<file path="src/sv/sbcd_pkg.sv">
// Shared types and constants for the SCSI block command decoder.
// Depends on nothing; the design files refer to it by scoped names, the testbench imports it.
`timescale 1ns / 1ps

package sbcd_pkg;

  // Default buffer depth in command bytes.
  localparam int unsigned CdbMaxBytesDefault = 16;

  // The decoder reads only bytes 0 to 13 of any command block.
  localparam int unsigned CdbUsedBytes = 14;

  // Opcodes that the decoder knows.
  localparam logic [7:0] OpRead6       = 8'h08;
  localparam logic [7:0] OpWrite6      = 8'h0a;
  localparam logic [7:0] OpRead10      = 8'h28;
  localparam logic [7:0] OpWrite10     = 8'h2a;
  localparam logic [7:0] OpRead12      = 8'ha8;
  localparam logic [7:0] OpWrite12     = 8'haa;
  localparam logic [7:0] OpRead16      = 8'h88;
  localparam logic [7:0] OpWrite16     = 8'h8a;
  localparam logic [7:0] OpSyncCache   = 8'h35;
  localparam logic [7:0] OpInquiry     = 8'h12;
  localparam logic [7:0] OpReadCap10   = 8'h25;
  localparam logic [7:0] OpModeSense6  = 8'h1a;
  localparam logic [7:0] OpReadBuffer  = 8'h3c;
  localparam logic [7:0] OpVerify10    = 8'h2f;
  localparam logic [7:0] OpStartStop   = 8'h1b;
  localparam logic [7:0] OpLogSense    = 8'h4d;
  localparam logic [7:0] OpServiceIn16 = 8'h9e;

  // Field codes inside the command bytes.
  localparam logic [5:0] PageCaching   = 6'h08;
  localparam logic [5:0] PageAll       = 6'h3f;
  localparam logic [4:0] RbModeEcho    = 5'h0b;
  localparam logic [4:0] RbModeData    = 5'h02;
  localparam logic [4:0] RbModeCombHdr = 5'h00;
  localparam logic [4:0] RbModeVendor  = 5'h01;
  localparam logic [4:0] RbModeDesc    = 5'h03;
  localparam logic [4:0] RbModeEchoDat = 5'h0a;
  localparam logic [4:0] RbModeErrHist = 5'h1a;
  localparam logic [4:0] RbModeErrAlt  = 5'h1c;
  localparam logic [4:0] SaReadCap16   = 5'h10;

  // Largest 32-bit block address.
  localparam logic [31:0] Cap32Max = 32'hffff_ffff;

  // Command classes found by the front part.
  typedef enum logic [3:0] {
    CmdRw6,
    CmdRw10,
    CmdRw12,
    CmdRw16,
    CmdSync,
    CmdInquiry,
    CmdCap10,
    CmdModeSense,
    CmdReadBuffer,
    CmdGood,
    CmdLogSense,
    CmdServiceIn,
    CmdIllegal
  } cmd_kind_e;

  typedef enum logic [2:0] {
    ActRead  = 3'd0,
    ActWrite = 3'd1,
    ActFlush = 3'd2,
    ActGood  = 3'd3,
    ActCheck = 3'd4
  } action_e;

  typedef enum logic [1:0] {
    ErrNone       = 2'd0,
    ErrIllegalOp  = 2'd1,
    ErrInvalidFld = 2'd2,
    ErrOutOfRange = 2'd3
  } error_e;

  typedef enum logic [2:0] {
    RepNone       = 3'd0,
    RepInquiry    = 3'd1,
    RepCapacity10 = 3'd2,
    RepModeHeader = 3'd3,
    RepModeCache  = 3'd4,
    RepEchoDesc   = 3'd5,
    RepLogPages   = 3'd6,
    RepCapacity16 = 3'd7
  } reply_e;

  typedef logic [CdbUsedBytes-1:0][7:0] cdb_bytes_t;

  // One classified command as it travels through the queue.
  typedef struct packed {
    cmd_kind_e  kind;
    logic       is_write;
    cdb_bytes_t bytes;
  } cmd_t;

  // Queue head as the back part sees it.
  typedef struct packed {
    logic valid;
    cmd_t cmd;
  } queue_head_t;

endpackage

</file>
<file path="src/sv/sbcd_front.sv">
// Front part: collects command bytes beat by beat and classifies the opcode.
// Depends on sbcd_pkg; hands one classified command to the queue per last byte.
`timescale 1ns / 1ps

module sbcd_front #(
  parameter int unsigned CDB_MAX_BYTES = sbcd_pkg::CdbMaxBytesDefault
) (
  input  logic              clk_i,
  input  logic              rst_ni,
  input  logic              accept_i,
  input  logic [7:0]        cdb_byte_i,
  input  logic              last_byte_i,
  output logic              push_o,
  output sbcd_pkg::cmd_t    cmd_o
);

  localparam int unsigned PosW = $clog2(CDB_MAX_BYTES + 1);

  logic [PosW-1:0]      pos_q, pos_d;
  sbcd_pkg::cdb_bytes_t bytes_q, bytes_d;
  sbcd_pkg::cdb_bytes_t snap;

  // Current buffer with this beat's byte merged in at its position.
  always_comb begin
    for (int i = 0; i < int'(sbcd_pkg::CdbUsedBytes); i++) begin
      snap[i] = (pos_q == PosW'(i)) ? cdb_byte_i : bytes_q[i];
    end
  end

  // Opcode classification.
  always_comb begin
    cmd_o.bytes    = snap;
    // Every write opcode here has bit 1 set, every read opcode has it clear.
    cmd_o.is_write = snap[0][1];
    unique case (snap[0]) inside
      sbcd_pkg::OpRead6, sbcd_pkg::OpWrite6:     cmd_o.kind = sbcd_pkg::CmdRw6;
      sbcd_pkg::OpRead10, sbcd_pkg::OpWrite10:   cmd_o.kind = sbcd_pkg::CmdRw10;
      sbcd_pkg::OpRead12, sbcd_pkg::OpWrite12:   cmd_o.kind = sbcd_pkg::CmdRw12;
      sbcd_pkg::OpRead16, sbcd_pkg::OpWrite16:   cmd_o.kind = sbcd_pkg::CmdRw16;
      sbcd_pkg::OpSyncCache:                     cmd_o.kind = sbcd_pkg::CmdSync;
      sbcd_pkg::OpInquiry:                       cmd_o.kind = sbcd_pkg::CmdInquiry;
      sbcd_pkg::OpReadCap10:                     cmd_o.kind = sbcd_pkg::CmdCap10;
      sbcd_pkg::OpModeSense6:                    cmd_o.kind = sbcd_pkg::CmdModeSense;
      sbcd_pkg::OpReadBuffer:                    cmd_o.kind = sbcd_pkg::CmdReadBuffer;
      sbcd_pkg::OpVerify10, sbcd_pkg::OpStartStop: cmd_o.kind = sbcd_pkg::CmdGood;
      sbcd_pkg::OpLogSense:                      cmd_o.kind = sbcd_pkg::CmdLogSense;
      sbcd_pkg::OpServiceIn16:                   cmd_o.kind = sbcd_pkg::CmdServiceIn;
      default:                                   cmd_o.kind = sbcd_pkg::CmdIllegal;
    endcase
  end

  assign push_o = accept_i & last_byte_i;

  // Buffer update: store the beat, or clear everything after the last byte.
  always_comb begin
    bytes_d = bytes_q;
    pos_d   = pos_q;
    if (accept_i) begin
      if (last_byte_i) begin
        bytes_d = '0;
        pos_d   = '0;
      end else begin
        bytes_d = snap;
        if (pos_q < PosW'(CDB_MAX_BYTES)) begin
          pos_d = pos_q + PosW'(1);
        end
      end
    end
  end

  always_ff @(posedge clk_i or negedge rst_ni) begin
    if (!rst_ni) begin
      pos_q   <= '0;
      bytes_q <= '0;
    end else begin
      pos_q   <= pos_d;
      bytes_q <= bytes_d;
    end
  end

endmodule

</file>
<file path="src/sv/sbcd_queue.sv">
// Two-entry queue of classified commands between the front and back parts.
// Depends on sbcd_pkg for the command record.
`timescale 1ns / 1ps

module sbcd_queue (
  input  logic                    clk_i,
  input  logic                    rst_ni,
  input  logic                    push_i,
  input  sbcd_pkg::cmd_t          cmd_i,
  output logic                    full_o,
  input  logic                    pop_i,
  output sbcd_pkg::queue_head_t   head_o
);

  sbcd_pkg::cmd_t entries_q [2];
  logic       wr_ptr_q, wr_ptr_d;
  logic       rd_ptr_q, rd_ptr_d;
  logic [1:0] count_q, count_d;

  assign full_o       = (count_q == 2'd2);
  assign head_o.valid = (count_q != 2'd0);
  assign head_o.cmd   = entries_q[rd_ptr_q];

  // Pointer and fill count update.
  always_comb begin
    wr_ptr_d = push_i ? ~wr_ptr_q : wr_ptr_q;
    rd_ptr_d = pop_i ? ~rd_ptr_q : rd_ptr_q;
    count_d  = count_q + {1'b0, push_i} - {1'b0, pop_i};
  end

  always_ff @(posedge clk_i or negedge rst_ni) begin
    if (!rst_ni) begin
      wr_ptr_q <= 1'b0;
      rd_ptr_q <= 1'b0;
      count_q  <= 2'd0;
    end else begin
      wr_ptr_q <= wr_ptr_d;
      rd_ptr_q <= rd_ptr_d;
      count_q  <= count_d;
    end
  end

  // Entry storage holds payload only.
  always_ff @(posedge clk_i) begin
    if (push_i) begin
      entries_q[wr_ptr_q] <= cmd_i;
    end
  end

endmodule

</file>
<file path="src/sv/sbcd_back.sv">
// Back part: decodes fields of a classified command, checks the block range
// and holds the result in an output register. Depends on sbcd_pkg.
`timescale 1ns / 1ps

module sbcd_back (
  input  logic                  clk_i,
  input  logic                  rst_ni,
  input  logic [63:0]           disk_sectors_i,
  input  sbcd_pkg::queue_head_t head_i,
  output logic                  pop_o,
  output logic                  out_valid_o,
  input  logic                  out_stall_i,
  output logic [2:0]            action_o,
  output logic [1:0]            error_kind_o,
  output logic [2:0]            reply_kind_o,
  output logic [63:0]           start_block_o,
  output logic [31:0]           block_count_o,
  output logic [63:0]           capacity_value_o
);

  sbcd_pkg::cdb_bytes_t b;
  logic [63:0] start;
  logic [31:0] count;
  logic [64:0] end_sum;
  logic        out_of_range;
  logic        is_xfer;
  logic [63:0] disk_minus1;
  logic [4:0]  rb_mode;

  sbcd_pkg::action_e act_d;
  sbcd_pkg::error_e  err_d;
  sbcd_pkg::reply_e  rep_d;
  logic [63:0] start_d, cap_d;
  logic [31:0] count_d;

  logic        out_valid_q, out_valid_d;
  sbcd_pkg::action_e act_q;
  sbcd_pkg::error_e  err_q;
  sbcd_pkg::reply_e  rep_q;
  logic [63:0] start_q, cap_q;
  logic [31:0] count_q;

  assign b       = head_i.cmd.bytes;
  assign rb_mode = b[1][4:0];

  // Start block and count of the transfer forms.
  always_comb begin
    start   = '0;
    count   = '0;
    is_xfer = 1'b1;
    case (head_i.cmd.kind)
      sbcd_pkg::CmdRw6: begin
        start = {43'd0, b[1][4:0], b[2], b[3]};
        // A zero length in the six-byte form means 256 blocks.
        count = (b[4] == 8'd0) ? 32'd256 : {24'd0, b[4]};
      end
      sbcd_pkg::CmdRw10: begin
        start = {32'd0, b[2], b[3], b[4], b[5]};
        count = {16'd0, b[7], b[8]};
      end
      sbcd_pkg::CmdRw12: begin
        start = {32'd0, b[2], b[3], b[4], b[5]};
        count = {b[6], b[7], b[8], b[9]};
      end
      sbcd_pkg::CmdRw16: begin
        start = {b[2], b[3], b[4], b[5], b[6], b[7], b[8], b[9]};
        count = {b[10], b[11], b[12], b[13]};
      end
      default: is_xfer = 1'b0;
    endcase
  end

  // Range check on the exact 65-bit end address.
  assign end_sum      = {1'b0, start} + {33'd0, count};
  assign out_of_range = end_sum > {1'b0, disk_sectors_i};
  assign disk_minus1  = disk_sectors_i - 64'd1;

  // Result decode.
  always_comb begin
    act_d   = sbcd_pkg::ActGood;
    err_d   = sbcd_pkg::ErrNone;
    rep_d   = sbcd_pkg::RepNone;
    start_d = '0;
    count_d = '0;
    cap_d   = '0;
    unique case (head_i.cmd.kind)
      sbcd_pkg::CmdSync: act_d = sbcd_pkg::ActFlush;
      sbcd_pkg::CmdInquiry: rep_d = sbcd_pkg::RepInquiry;
      sbcd_pkg::CmdCap10: begin
        rep_d = sbcd_pkg::RepCapacity10;
        // Large disks saturate the 32-bit last block address.
        cap_d = (disk_sectors_i > {32'd0, sbcd_pkg::Cap32Max}) ?
                {32'd0, sbcd_pkg::Cap32Max} : {32'd0, disk_minus1[31:0]};
      end
      sbcd_pkg::CmdModeSense: begin
        rep_d = (b[2][5:0] == sbcd_pkg::PageCaching || b[2][5:0] == sbcd_pkg::PageAll) ?
                sbcd_pkg::RepModeCache : sbcd_pkg::RepModeHeader;
      end
      sbcd_pkg::CmdReadBuffer: begin
        case (rb_mode) inside
          sbcd_pkg::RbModeEcho: rep_d = sbcd_pkg::RepEchoDesc;
          sbcd_pkg::RbModeCombHdr, sbcd_pkg::RbModeVendor, sbcd_pkg::RbModeData,
          sbcd_pkg::RbModeDesc, sbcd_pkg::RbModeEchoDat, sbcd_pkg::RbModeErrHist,
          sbcd_pkg::RbModeErrAlt: rep_d = sbcd_pkg::RepNone;
          default: begin
            act_d = sbcd_pkg::ActCheck;
            err_d = sbcd_pkg::ErrInvalidFld;
          end
        endcase
      end
      sbcd_pkg::CmdGood: rep_d = sbcd_pkg::RepNone;
      sbcd_pkg::CmdLogSense: begin
        if (b[2][5:0] == 6'd0 && b[3] == 8'd0) begin
          rep_d = sbcd_pkg::RepLogPages;
        end else begin
          act_d = sbcd_pkg::ActCheck;
          err_d = sbcd_pkg::ErrInvalidFld;
        end
      end
      sbcd_pkg::CmdServiceIn: begin
        if (b[1][4:0] == sbcd_pkg::SaReadCap16) begin
          rep_d = sbcd_pkg::RepCapacity16;
          cap_d = disk_minus1;
        end else begin
          act_d = sbcd_pkg::ActCheck;
          err_d = sbcd_pkg::ErrInvalidFld;
        end
      end
      sbcd_pkg::CmdRw6, sbcd_pkg::CmdRw10, sbcd_pkg::CmdRw12, sbcd_pkg::CmdRw16: begin
        start_d = start;
        count_d = count;
        if (out_of_range) begin
          act_d = sbcd_pkg::ActCheck;
          err_d = sbcd_pkg::ErrOutOfRange;
        end else begin
          act_d = head_i.cmd.is_write ? sbcd_pkg::ActWrite : sbcd_pkg::ActRead;
        end
      end
      default: begin
        act_d = sbcd_pkg::ActCheck;
        err_d = sbcd_pkg::ErrIllegalOp;
      end
    endcase
    if (!is_xfer) begin
      start_d = '0;
      count_d = '0;
    end
  end

  // Output register: refill whenever it is empty or being taken.
  assign pop_o       = head_i.valid & (~out_valid_q | ~out_stall_i);
  assign out_valid_d = pop_o | (out_valid_q & out_stall_i);

  always_ff @(posedge clk_i or negedge rst_ni) begin
    if (!rst_ni) begin
      out_valid_q <= 1'b0;
    end else begin
      out_valid_q <= out_valid_d;
    end
  end

  always_ff @(posedge clk_i) begin
    if (pop_o) begin
      act_q   <= act_d;
      err_q   <= err_d;
      rep_q   <= rep_d;
      start_q <= start_d;
      count_q <= count_d;
      cap_q   <= cap_d;
    end
  end

  assign out_valid_o      = out_valid_q;
  assign action_o         = act_q;
  assign error_kind_o     = err_q;
  assign reply_kind_o     = rep_q;
  assign start_block_o    = start_q;
  assign block_count_o    = count_q;
  assign capacity_value_o = cap_q;

endmodule

</file>
<file path="src/sv/scsi_block_command_decoder.sv">
// Top level of the SCSI block command decoder: disk size register, front,
// queue and back parts. Depends on sbcd_pkg, sbcd_front, sbcd_queue, sbcd_back.
`timescale 1ns / 1ps
//
// Usage:
// The input channel carries one command byte per beat (cdb_byte_i) with
// last_byte_i marking the final byte of a command block. Each last byte
// yields exactly one result beat on the output channel; other bytes yield
// none. The configuration channel writes the disk size in sectors; it is
// always ready and should be written only while no command is in flight.
// Throughput is one byte per cycle while in_stall_o is low. The edge that
// accepts a last byte writes its command into the two-entry command queue;
// the output register loads it from the queue head when the register is
// empty or being taken. When the output is stalled the result holds; the
// queue then absorbs up to two further commands, and in_stall_o rises only
// when the queue is full. Reset clears the byte buffer, the queue and the
// output valid, and sets the disk size to zero.
//

module scsi_block_command_decoder #(
  parameter int unsigned CDB_MAX_BYTES = sbcd_pkg::CdbMaxBytesDefault
) (
  input  logic        clk_i,
  input  logic        rst_ni,
  input  logic        in_valid_i,
  output logic        in_stall_o,
  input  logic [7:0]  cdb_byte_i,
  input  logic        last_byte_i,
  output logic        out_valid_o,
  input  logic        out_stall_i,
  output logic [2:0]  action_o,
  output logic [1:0]  error_kind_o,
  output logic [2:0]  reply_kind_o,
  output logic [63:0] start_block_o,
  output logic [31:0] block_count_o,
  output logic [63:0] capacity_value_o,
  input  logic        cfg_valid_i,
  output logic        cfg_ready_o,
  input  logic [63:0] cfg_disk_sectors_i
);

  logic [63:0]           disk_sectors_q;
  logic                  in_accept;
  logic                  push;
  logic                  full;
  logic                  pop;
  sbcd_pkg::cmd_t        cmd;
  sbcd_pkg::queue_head_t head;

  // Disk size register.
  assign cfg_ready_o = 1'b1;

  always_ff @(posedge clk_i or negedge rst_ni) begin
    if (!rst_ni) begin
      disk_sectors_q <= '0;
    end else if (cfg_valid_i && cfg_ready_o) begin
      disk_sectors_q <= cfg_disk_sectors_i;
    end
  end

  assign in_stall_o = full;
  assign in_accept  = in_valid_i & ~in_stall_o;

  sbcd_front #(
    .CDB_MAX_BYTES(CDB_MAX_BYTES)
  ) u_front (
    .clk_i       (clk_i),
    .rst_ni      (rst_ni),
    .accept_i    (in_accept),
    .cdb_byte_i  (cdb_byte_i),
    .last_byte_i (last_byte_i),
    .push_o      (push),
    .cmd_o       (cmd)
  );

  sbcd_queue u_queue (
    .clk_i  (clk_i),
    .rst_ni (rst_ni),
    .push_i (push),
    .cmd_i  (cmd),
    .full_o (full),
    .pop_i  (pop),
    .head_o (head)
  );

  sbcd_back u_back (
    .clk_i            (clk_i),
    .rst_ni           (rst_ni),
    .disk_sectors_i   (disk_sectors_q),
    .head_i           (head),
    .pop_o            (pop),
    .out_valid_o      (out_valid_o),
    .out_stall_i      (out_stall_i),
    .action_o         (action_o),
    .error_kind_o     (error_kind_o),
    .reply_kind_o     (reply_kind_o),
    .start_block_o    (start_block_o),
    .block_count_o    (block_count_o),
    .capacity_value_o (capacity_value_o)
  );

endmodule

</file>
<file path="config.mk">
export PLATFORM = sky130hd
export DESIGN_NAME = scsi_block_command_decoder
export DESIGN_NICKNAME = d
export VERILOG_FILES = /design/src/sv/sbcd_pkg.sv /design/src/sv/sbcd_front.sv /design/src/sv/sbcd_queue.sv /design/src/sv/sbcd_back.sv /design/src/sv/scsi_block_command_decoder.sv
export SDC_FILE = /design/constraint.sdc
export NUM_CORES = 1
export LEC_CHECK = 0
export ABC_AREA = 0
export BUFFER_PORTS_ARGS = -buffer_cell sky130_fd_sc_hd__buf_2
export CAP_MARGIN = 20
export CORE_MARGIN = 4
export CORE_UTILIZATION = 45
export DETAILED_ROUTE_END_ITERATION = 6
export HOLD_SLACK_MARGIN = 0.02
export SYNTH_ARGS = -nofsm -noshare
export SYNTH_HDL_FRONTEND = slang
export SYNTH_SLANG_ARGS = --single-unit
export TNS_END_PERCENT = 20
</file>
<file path="constraint.sdc">
create_clock -name clk_i -period 26.5 [get_ports clk_i]
set_clock_uncertainty 0.1 [all_clocks]
set_input_delay 5.3 -clock clk_i [delete_from_list [all_inputs] [get_ports clk_i]]
set_output_delay 5.3 -clock clk_i [all_outputs]
set_load 0.01 [all_outputs]
</file>
==> metrics.md, run 1 <==
| Metric | Value |
|---|---|
| Largest area contributor in the synthesized netlist | edfxtp_1 |
| Max Freq | 108.2 MHz |
| Overall Power | 3.037 mW |
| WL final | 86010 um |
| Met2 wire length | 39570 um |
| Slew @ Worst Pin | 1145 ps |
| Slew Viols, Final | 0 |
| Chip Width | 259.8 um |
| Post-Syn Area | 0.02852 mm2 |
| First-pass GRT wire length | 126300 um |
| Leakage | 13.48 nW |
| Initial Util | 45.30% |
| Number of buffers created by CTS | 58 |
| CP required | 26770 ps |
| Placed insts | 3436 |
| Placer Congestion | 0.9354 |
| ANT nets after route | 0 |
| Fin crit period | 9243 ps |
| Diodes inserted | 0 |
| P per Cell Area | 93.39 mW/mm2 |
| Clk_lat worst skew | 640 ps |
| Commonest cells post-synth | edfxtp_1 (380), nor2_1 (197), dfrtp_1 (183), nand2_1 (180), o21ai_0 (149) |
| Metal3 WL | 5383 um |
| Avg WL per Cell | 24.25 um |
| Compound-Gate Fraction of Synth Area | 13.35% |
| CTS Sinks | 563 |
| Filler cells | 5548 |
| H-tree depth | 2 |
| Top_reg_cell synth | edfxtp_1 |
| Multiplexer share of the synthesized area | 8.449% |
| RSZ-0062 raised after global routing | no |
| Hold path depth | 2 |
| Setup repair bufs after CTS | 0 |
| Initial antenna violation count | 0 |
| Final Hold Fails | 0 |
| Most common cell in the netlist | edfxtp_1 |
| Count of distinct cell types in the synthesized netlist | 83 |
| Crit Path Class | reg2reg |
| DPL Wire Length | 62560 um |
| Crit Path Max Fanout | 71 |
| Arrival time at the worst endpoint | 9510 ps |
| Synth top area share | 40.01% |
| CTS tree | done |
| Main combinational cell family by area after synthesis | compound AO/OA/AOI/OAI gates |
| Register area | 0.01599 mm2 |
| R2R cell count | 27 |
| Worst min path class | reg2reg |
| CTS resizes | 0 |
| Syn-to-layout area delta | 14.01% |
| Via count | 20767 |
| Hold_buf cts | 0 |
| Ys Warns | 0 |
| EDFF count, synth | 380 |
| Grt ovf | 0 |
| Setup TNS | 0 ps |
| VDD IR max | 0.05585 mV |
| Post-synthesis sequential area ratio | 56.06% |
| Clock root cell | clkbuf_16 |
| Layout cells sized above 1 | 20.29% |
| Final Cycle Share | 34.88% |
| Die Ht | 259.8 um |
| Utilization after layout | 51.64% |
| Worst setup SP type | flip-flop |
| Synth area leaders | edfxtp_1 (40%), dfrtp_1 (16%), mux2_2 (5.6%) |
| Largest net degree at the start of global routing | 171 |
| Port Buffers | 247 |
| Top-level port count | 249 |
| Max clock buf depth | 3 |
| Vias/cell | 5.855 |
| Xor/xnor share of the synthesized area | 3.531% |
| Top Metal Used | met4 |
| Die ar. | 0.06748 mm2 |
| Post-synthesis net count | 2621 |
| Vias in the first global route | 20001 |
| Ys async rst share | 32.50% |
| FF+latch count, synth | 563 |
| Nets | 2834 |
| Relative slew slack | 23.67% |
| CTS clk-pin slew, worst paths | 70 ps |
| Avg Cell Area, Syn | 11.69 um2 |
| GRT Resource Usage Total | 24.75% |
| Final setup viols | 0 |
| Synth Area in Simple Gates | 10.98% |
| Max cap viols | 0 |
| Crit end category | flip-flop |
| Detailed Route Iter0 Violations | 2036 |
| Row cnt | 92 |
| Pre-Repair DR Iteration Count | 7 |
| Non-filler cells, final | 3547 |
| Core Area | 0.06297 mm2 |
| Synth Area in Adders | 4.589% |
| Met1 wire length | 37900 um |
| Outcome | completed |
| Multi-input logic area | 0.01173 mm2 |
| Gate Count Post-Synth | 2439 |
| DRC violations left | 0 |
-- per-stage QoR --
| step | worst slack, ps | cell area (um2) | hold WS (ps) |
|---|---|---|---|
| after floorplan | 11310 | 28520 | 349.2 |
| after global placement | 17590 | 30600 | 364.0 |
| after detailed placement | 17420 | 30600 | 371.8 |
| after CTS | 17390 | 32470 | 385.7 |
| after global routing | 16670 | 32520 | 396.4 |
| final | 17260 | 32520 | 381.4 |
-- critical path, stage by stage, from the launching register on --
cell and delay, ps:
dfrtp_4 750, buf_4 770, nor2b_1 160, a21o_1 340, nor2_1 650, nand2_1 690
o221ai_1 470, ha_1 250, inv_1 70, fa_1 400, nor2b_1 160, o31a_1 200
o211ai_1 180, a31oi_1 370, a221o_1 210, a21oi_1 90, o21ai_0 220, xor2_1 130
ha_1 330, nand4_1 120, nor4_1 580, nand3_1 230, nor2_1 130, a2111oi_0 80
buf_4 200, o21ai_0 500, a31oi_1 190, a221o_1 360
-- layer usage --
layer,track usage (%),up-vias
li1,-,9560
met1,34.95,10200
met2,39.50,844
met3,3.311,163
met4,8.724,0
met5,0,-
-- area by class of cell --
cell class              count  area share (%)
multi-input cells        1663           36.07
inverters                  86          0.9927
flip-flops and latches    563           49.19
repair buffers            280           4.737
well taps                 846           3.255
clock inverters            30          0.9581
clock buffers              79           4.798
-- power breakdown --
| part | internal, mW | switching [mW] |
|---|---|---|
| logic | 0.319 | 0.668 |
| clock network | 0.454 | 0.349 |
| registers | 1.16 | 0.0832 |
-- cell usage in the layout, fill, tap and decap left out, types with 25 or more instances in the layout --
master,n
o21ai_0,149
dfrtp_1,182
inv_1,86
ha_1,103
nor3_1,39
and2_1,25
clkbuf_16,58
nand2_1,179
xnor2_1,88
a21oi_1,108
buf_2,245
nor2_1,195
mux2_2,142
a22o_1,102
xor2_1,27
nand3_1,47
edfxtp_1,380
mux2i_1,80
nand4_1,33
buf_4,31
o22ai_1,39
-- worst paths after layout --
kind	start	endpoint	slack, ps
worst min register to register	u_front.bytes_q[6]	u_front.bytes_q[6]	380
worst max register to register	u_queue.rd_ptr_q	u_back.action_o[0]	17260
max in group asynchronous	rst_ni	disk_sectors_q[22]	20600
worst max-delay path	u_queue.rd_ptr_q	u_back.action_o[0]	17260
worst min-delay path	u_front.bytes_q[6]	u_front.bytes_q[6]	380
min in group asynchronous	rst_ni	u_back.out_valid_o	4530
-- state kept, by name, summed over array words and instances (netlist names) --
name                     cells
u_back.reply_kind_o          3
u_queue.wr_ptr_q             1
u_back.block_count_o        32
u_back.out_valid_o           1
u_queue.rd_ptr_q             1
u_queue.count_q              2
u_front.bytes_q            109
u_back.capacity_value_o     64
u_back.error_kind_o          2
disk_sectors_q              64
u_back.action_o              3
u_front.pos_q                5
u_back.start_block_o        64
u_queue.entries_q          212
-- kinds of logic (layout without fill, tap and decap cells) --
group	after synthesis	in the layout
simple gates	649	649
compound gates	571	571
flops	563	563
mux	223	223
buf+inv	213	475
xor+xnor	115	115
fa+ha+maj	104	104
other cells	1	1
(Power assumes the default switching activity.)
==> run 2, diff against run 1 <==
--- a/config.mk
+++ b/config.mk
@@ -5,13 +5,14 @@
 export SDC_FILE = /design/constraint.sdc
 export NUM_CORES = 1
 export LEC_CHECK = 0
-export ABC_AREA = 0
+export ABC_AREA = 1
 export BUFFER_PORTS_ARGS = -buffer_cell sky130_fd_sc_hd__buf_2
 export CAP_MARGIN = 20
 export CORE_MARGIN = 4
 export CORE_UTILIZATION = 45
 export DETAILED_ROUTE_END_ITERATION = 6
 export HOLD_SLACK_MARGIN = 0.02
+export PLACE_DENSITY = 0.65
 export SYNTH_ARGS = -nofsm -noshare
 export SYNTH_HDL_FRONTEND = slang
 export SYNTH_SLANG_ARGS = --single-unit
==> constraint.sdc (replaced) <==
create_clock -name clk_i -period 8.15 [get_ports clk_i]
set_clock_uncertainty 0.1 [all_clocks]
set_input_delay 1.63 -clock clk_i [delete_from_list [all_inputs] [get_ports clk_i]]
set_output_delay 1.63 -clock clk_i [all_outputs]
set_load 0.01 [all_outputs]
==> run 2 against run 1 <==
Clock power rose to 3.5 times the previous value. Setup slack got worse by 17000 ps. Via count rose by 15%. Maximum frequency rose by 24%. Highest routed layer is now met5. Flip-flop and latch count did not move. Final cell count rose by 24%.
==> metrics.md, run 2 <==
| Metric | Value |
|---|---|
| Initial Util | 45.49% (+0.20 points) |
| Arrival time at the worst endpoint | 7720 ps (-1790 ps) |
| Biggest register | u_queue.entries_q |
| Placed insts | 4302 (+25%) |
| CTS Sinks | 563 (unchanged) |
| ANT nets after route | 0 (unchanged) |
| Vias in the first global route | 22434 (+12%) |
| Post-Syn Area | 0.02996 mm2 (+5.1%) |
| First-pass GRT wire length | 137700 um (+9.0%) |
| Max clock buf depth | 3 (unchanged) |
| Reg power frac | 37.0% (-4.0 points) |
| Count of distinct cell types in the synthesized netlist | 57 (-31%) |
| Avg Cell Area, Syn | 9.141 um2 (-22%) |
| Outcome | completed |
| Post-route cell area | 0.03407 mm2 (+4.8%) |
| Worst setup SP type | flip-flop |
| Slowest CP cell | inv_1 |
| Biggest regs | u_queue.entries_q: 212 flops, u_front.bytes_q: 109 flops |
| Synth top area share | 38.08% (-1.9 points) |
| FF+latch count, synth | 563 (unchanged) |
| Commonest non-fill, non-tap cell in the layout | nand2_1 |
| Post-synthesis sequential area ratio | 53.37% (-2.7 points) |
| Setup TNS | 0 ps (unchanged) |
| Layout cells sized above 1 | 13.62% (-6.7 points) |
| Largest area contributor in the synthesized netlist | edfxtp_1 |
| Top_reg_cell synth | edfxtp_1 |
| Commonest cells post-synth | nand2_1 (653), inv_1 (519), edfxtp_1 (380), nor2_1 (263), o21ai_0 (262) |
| Placed cell area | 0.03204 mm2 (+4.7%) |
| Max cap viols | 0 (unchanged) |
| Utilization after layout | 51.73% (+0.091 points) |
| Slew @ Worst Pin | 1106 ps (-38.59 ps) |
| Fin crit period | 7458 ps (-1784 ps) |
| Row cnt | 94 (+2.2%) |
| Setup repair bufs after CTS | 0 (unchanged) |
| Sw frac | 39.88% (+3.6 points) |
| DRC violations left | 0 (unchanged) |
| Commonest non-fill, non-tap cells in the layout | nand2_1 (652), inv_1 (517), edfxtp_1 (380) |
| Max Freq | 134.1 MHz (+24%) |
| Core Area | 0.06586 mm2 (+4.6%) |
| Logic pwr share | 38.6% (+6.1 points) |
| Top-level port count | 249 (unchanged) |
| CTS tree | done |
| Vias/cell | 5.423 (-7.4%) |
| VDD IR max | 0.2520 mV (+350%) |
| GRT Resource Usage Total | 25.52% (+0.77 points) |
| Worst path max stage delay | 710 ps (-60 ps) |
| Synth area leaders | edfxtp_1 (38%), dfrtp_1 (15%), nand2_1 (8.2%) |
| Crit end category | flip-flop |
| Compound-Gate Fraction of Synth Area | 13.80% (+0.45 points) |
| CP most frequent cell | nand2_1 |
| Final setup viols | 0 (unchanged) |
| Overall Power | 11.38 mW (+270%) |
| Post-synthesis net count | 3460 (+32%) |
| Largest net degree at the start of global routing | 115 (-33%) |
| Gate Count Post-Synth | 3278 (+34%) |
| P_int | 6.843 mW (+250%) |
| Hold_buf cts | 0 (unchanged) |
| Die ar. | 0.07078 mm2 (+4.9%) |
| Multiplexer share of the synthesized area | 0.7015% (-7.7 points) |
| Chip Width | 266.0 um (+2.4%) |
| Worst min path class | reg2reg |
| Syn-to-layout area delta | 13.72% |
| Pre-Repair DR Iteration Count | 6 (-1) |
| Switching power | 4.540 mW (+310%) |
| Ys async rst share | 32.50% (unchanged) |
| Slew Viols, Final | 0 (unchanged) |
| CTS clk-pin slew, worst paths | 60 ps (about the same) |
| WL final | 92740 um (+7.8%) |
| Detailed Route Iter0 Violations | 2378 (+17%) |
| Die Ht | 266.0 um (+2.4%) |
| DPL Wire Length | 68940 um (+10%) |
| Final Cycle Share | 91.52% (+57 points) |
| Ys Warns | 0 (unchanged) |
| Grt ovf | 0 (unchanged) |
| Xor/xnor share of the synthesized area | 2.455% (-1.1 points) |
| Clock network power share | 24.4% (-2.1 points) |
| Number of buffers created by CTS | 58 (unchanged) |
| Port Buffers | 247 (unchanged) |
| Placer Congestion | 1.023 (+9.4%) |
| Final Hold Fails | 0 (unchanged) |
| Flip-flop count of the largest register after layout | 212 (unchanged) |
| CTS resizes | 0 (unchanged) |
| Crit Path Class | reg2reg |
| Nets | 3680 (+30%) |
| Initial antenna violation count | 4 (+4) |
| Non-filler cells, final | 4411 (+24%) |
| Avg WL per Cell | 21.02 um (-13%) |
| Clock root cell | clkbuf_16 |
| Synth Area in Adders | 4.368% (-0.22 points) |
| Synth Area in Simple Gates | 16.85% (+5.9 points) |
| EDFF count, synth | 380 (unchanged) |
| CP required | 8410 ps (-18360 ps) |
| Relative slew slack | 26.24% (+2.6 points) |
| P per Cell Area | 334.1 mW/mm2 (+260%) |
| Most common cell in the netlist | nand2_1 |
| RSZ-0062 raised after global routing | no |
| Crit Path Max Fanout | 37 (-48%) |
| Via count | 23923 (+15%) |
| H-tree depth | 2 (unchanged) |
| Main combinational cell family by area after synthesis | simple AND/OR/NAND/NOR gates |
| Clk_lat worst skew | 640 ps (about the same) |
| Leakage | 16.04 nW (+19%) |
## run 2: cell types whose count changed after synthesis, moves of 32 or more
cell,change
o221ai_1,+32
nand2_1,+473
inv_1,+433
a22o_1,-103
mux2i_1,-60
o22ai_1,+115
nor2_1,+66
xor2_1,+38
o21ai_0,+113
mux2_2,-142
xnor2_1,-69
## run 2: stage by stage
stage / hold WS (ps) / setup slack (ps)
3_3_place_gp: 383.5 / 849.9
4_1_cts: 386.0 / 663.0
3_5_place_dp: 386.3 / 710.8
5_1_grt: 424.6 / 33.41
6_report: 381.6 / 691.5
2_1_floorplan: 352.3 / 991.1
## run 2: cell type report
type / count / area (um2)
Clock buffer: 73 / 1619
Fill cell: 6097 / 31790
Antenna cell: 1 / 2.502
Clock inverter: 35 / 410.4
Inverter: 529 / 1992
Tap cell: 864 / 1081
Multi-Input combinational cell: 2068 / 11490
Timing Repair Buffer: 278 / 1480
Sequential cell: 563 / 15990
## run 2: path summary, 6_finish.rpt
| kind | from | endpoint | slack (ps) | cells past startpoint |
|---|---|---|---|---|
| min in group asynchronous | rst_ni | u_back.out_valid_o | 900 | 1 |
| min reg2reg | u_queue.count_q[1] | u_back.out_valid_o | 380 | 2 |
| max | u_queue.rd_ptr_q | u_back.action_o[2] | 690 | 28 |
| max reg2reg | u_queue.rd_ptr_q | u_back.action_o[2] | 690 | 28 |
| min | u_queue.count_q[1] | u_back.out_valid_o | 380 | 2 |
| max in group asynchronous | rst_ni | disk_sectors_q[18] | 5740 | 2 |
## run 2: power by group through the flow
| stage | sequential (mW) | clock (mW) | combinational, mW |
|---|---|---|---|
| after global placement | 4.26 | 0 | 4.30 |
| final | 4.21 | 2.78 | 4.39 |
| after floorplan | 4.45 | 0 | 2.55 |
| after CTS | 4.22 | 2.82 | 4.36 |
| after global routing | 4.28 | 2.95 | 4.77 |
| after detailed placement | 4.27 | 0 | 4.33 |
## run 2: logic make-up (layout without fill, tap and decap cells)
group	count (synthesis)	after routing
other cells	1	2
flops	563	563
mux	21	21
compound gates	692	692
buf+inv	647	915
xor+xnor	84	84
simple gates	1166	1166
fa+ha+maj	104	104
## run 2: worst max-delay path, delay by kind of cell, from the launching register on
| kind | cells | cell delay (ps) |
|---|---|---|
| AOI/OAI and AO/OA | 7 | 1820 |
| xor gates and xnor gates | 1 | 120 |
| adders and majority gates | 2 | 580 |
| buffers and inverters | 5 | 1690 |
| DFF | 1 | 660 |
| and+or+nand+nor | 13 | 2220 |
## run 2: layer usage
metal	global-route usage, %	share of wire, %	vias to the layer above
met2	41.15	47	995
met4	9.800	3.9	2
met5	0	0.0075	-
met3	3.306	6.9	170
met1	35.47	43	11219
li1	-	-	11537
==> run 3, diff against run 2 <==
--- a/config.mk
+++ b/config.mk
@@ -12,7 +12,6 @@
 export CORE_UTILIZATION = 45
 export DETAILED_ROUTE_END_ITERATION = 6
 export HOLD_SLACK_MARGIN = 0.02
-export PLACE_DENSITY = 0.65
 export SYNTH_ARGS = -nofsm -noshare
 export SYNTH_HDL_FRONTEND = slang
 export SYNTH_SLANG_ARGS = --single-unit
==> constraint.sdc (replaced) <==
create_clock -name clk_i -period 7.42 [get_ports clk_i]
set_clock_uncertainty 0.1 [all_clocks]
set_input_delay 1.484 -clock clk_i [delete_from_list [all_inputs] [get_ports clk_i]]
set_output_delay 1.484 -clock clk_i [all_outputs]
set_load 0.01 [all_outputs]
==> run 3 against run 2 <==
Critical path depth increased by 1. Maximum frequency is 7.5% higher. Register-to-register slack worse by 210 ps. Core utilization up 0.27 points. Count of clock-buffer cells in the layout increased by 13. First-iteration DRC count is 14% lower. Sequential share of layout area shrank 0.24 points. Die area is the same. Combinational power increased by 13%.
==> metrics.md, run 3 (same netlist as run 2, synthesis figures left out) <==
| Metric | Value |
|---|---|
| Max clock buf depth | 3 (unchanged) |
| Syn-to-layout area delta | 14.31% |
| Final Hold Fails | 0 (unchanged) |
| CTS clk-pin slew, worst paths | 60 ps (about the same) |
| P per Cell Area | 366.9 mW/mm2 (+9.8%) |
| Placed cell area | 0.03226 mm2 (+0.67%) |
| WL final | 95210 um (+2.7%) |
| Port Buffers | 247 (unchanged) |
| Largest net degree at the start of global routing | 141 (+23%) |
| CTS tree | done |
| Worst min path class | reg2reg |
| Worst path max stage delay | 620 ps (-90 ps) |
| Row cnt | 94 (unchanged) |
| Top-level port count | 249 (unchanged) |
| Vias/cell | 5.366 (-1.1%) |
| Slowest CP cell | o21ai_0 |
| Leakage | 16.14 nW (+0.62%) |
| Post-route cell area | 0.03425 mm2 (+0.52%) |
| Placer Congestion | 0.9435 (-7.8%) |
| Hold_buf cts | 0 (unchanged) |
| Max cap viols | 0 (unchanged) |
| Final Cycle Share | 93.47% (+2.0 points) |
| Commonest non-fill, non-tap cells in the layout | nand2_1 (652), inv_1 (517), edfxtp_1 (380) |
| ANT nets after route | 0 (unchanged) |
| Die ar. | 0.07078 mm2 (unchanged) |
| RSZ-0062 raised after global routing | no |
| CP most frequent cell | nand2_2 |
| CP required | 7710 ps (-700 ps) |
| Biggest register | u_queue.entries_q |
| Chip Width | 266.0 um (unchanged) |
| Slew @ Worst Pin | 1127 ps (+20.40 ps) |
| Crit end category | flip-flop |
| Flop2flop setup slack | 480 ps (-210 ps) |
| Final setup viols | 0 (unchanged) |
| Worst path bufs/invs | 4 (-1) |
| Die Ht | 266.0 um (unchanged) |
| Setup TNS | 0 ps (unchanged) |
| GRT Resource Usage Total | 26.22% (+0.70 points) |
| Worst setup SP type | flip-flop |
| Clock root cell | clkbuf_16 |
| Non-filler cells, final | 4440 (+0.66%) |
| CTS Sinks | 563 (unchanged) |
| Avg WL per Cell | 21.44 um (+2.0%) |
| Clk_lat worst skew | 650 ps (about the same) |
| Layout cells sized above 1 | 14.27% (+0.64 points) |
| R2R cell count | 29 (+3.6%) |
| Slew Viols, Final | 0 (unchanged) |
| Hold path depth | 2 (unchanged) |
| Hold endpoint | u_back.out_valid_o |
| Outcome | completed |
| CTS resizes | 0 (unchanged) |
| Crit path max-delay family | simple AND/OR/NAND/NOR gates |
| Detailed Route Iter0 Violations | 2034 (-14%) |
| Flip-flop count of the largest register after layout | 212 (unchanged) |
| Initial antenna violation count | 2 (-2) |
| Vias in the first global route | 22788 (+1.6%) |
| H-tree depth | 2 (unchanged) |
| Nets | 3707 (+0.73%) |
| Biggest regs | u_queue.entries_q: 212 flops, u_front.bytes_q: 109 flops |
| R2r endpoint | u_back.action_o[2] |
| Overall Power | 12.57 mW (+10%) |
| Crit Path Class | reg2reg |
| Placed insts | 4329 (+0.63%) |
| Core Area | 0.06586 mm2 (unchanged) |
| DPL Wire Length | 71980 um (+4.4%) |
| Crit Path Max Fanout | 20 (-46%) |
| Number of buffers created by CTS | 58 (unchanged) |
| Worst r2r src | u_queue.rd_ptr_q |
| Commonest non-fill, non-tap cell in the layout | nand2_1 |
| First-pass GRT wire length | 140800 um (+2.3%) |
| VDD IR max | 0.2167 mV (-14%) |
| Relative slew slack | 24.09% (-2.2 points) |
| Grt ovf | 0 (unchanged) |
| Pre-Repair DR Iteration Count | 6 (unchanged) |
| Initial Util | 45.49% (unchanged) |
| Fin crit period | 6935 ps (-523.3 ps) |
| DRC violations left | 0 (unchanged) |
| Via count | 23824 (-0.41%) |
| Worst hold start | u_back.out_valid_o |
| Setup repair bufs after CTS | 0 (unchanged) |
| Arrival time at the worst endpoint | 7220 ps (-500 ps) |
| Max Freq | 144.2 MHz (+7.5%) |
run 3: per-layer routing:
layer / vias up / part of all wire, % / GRT usage [%]
li1: 11579 / - / -
met1: 11251 / 44 / 36.09
met2: 814 / 47 / 43.20
met3: 176 / 5.7 / 2.807
met4: 4 / 4.1 / 9.899
met5: - / 0.023 / 0
run 3: report_power, final:
group | internal [mW] | switching (mW) | total (mW)
registers | 4.36 | 0.241 | 4.60
clock network | 1.72 | 1.27 | 2.99
logic | 1.43 | 3.55 | 4.97
total | 7.51 | 5.05 | 12.6
run 3: final cells by class:
class                      count  area [um2]
antenna                        1       2.502
tap                          864        1081
clock inverter                24       269.0
fill                        6194       31610
timing repair buffer         305        1695
sequential                   563       15990
inverter                     529        1992
clock buffer                  86        1722
multi-input combinational   2068       11490
run 3: per-stage QoR:
step | setup WS (ps) | utilization [%] | hold WS [ps]
3_3_place_gp | 749.8 | 48.98 | 384.6
4_1_cts | 623.0 | 52.00 | 401.3
2_1_floorplan | 407.1 | - | 352.3
5_1_grt | 164.4 | 52.00 | 448.9
3_5_place_dp | 648.5 | 48.98 | 380.2
6_report | 484.8 | 52.00 | 397.8
run 3: worst reg2reg max path, delay by kind of cell (launching register included):
kind / cells / cell delay, ps
AND/OR/NAND/NOR: 17 / 3070
AO/OA/AOI/OAI: 5 / 1490
buffers and inverters: 4 / 770
adder cells (fa/ha/maj): 2 / 580
flip-flops: 1 / 550
XOR/XNOR: 1 / 110
run 3: worst max-delay path by stage:
stage               depth (start not counted)                        end        startpoint  slack [ps]
floorplan                                   4  u_queue.entries_q[0][100]        in_valid_i         410
detailed placement                         29         u_back.action_o[2]  u_queue.rd_ptr_q         650
CTS                                        29         u_back.action_o[2]  u_queue.rd_ptr_q         620
finish                                     29         u_back.action_o[2]  u_queue.rd_ptr_q         480
global placement                           29         u_back.action_o[2]  u_queue.rd_ptr_q         750
global route                               34         u_back.action_o[2]  u_queue.rd_ptr_q         160
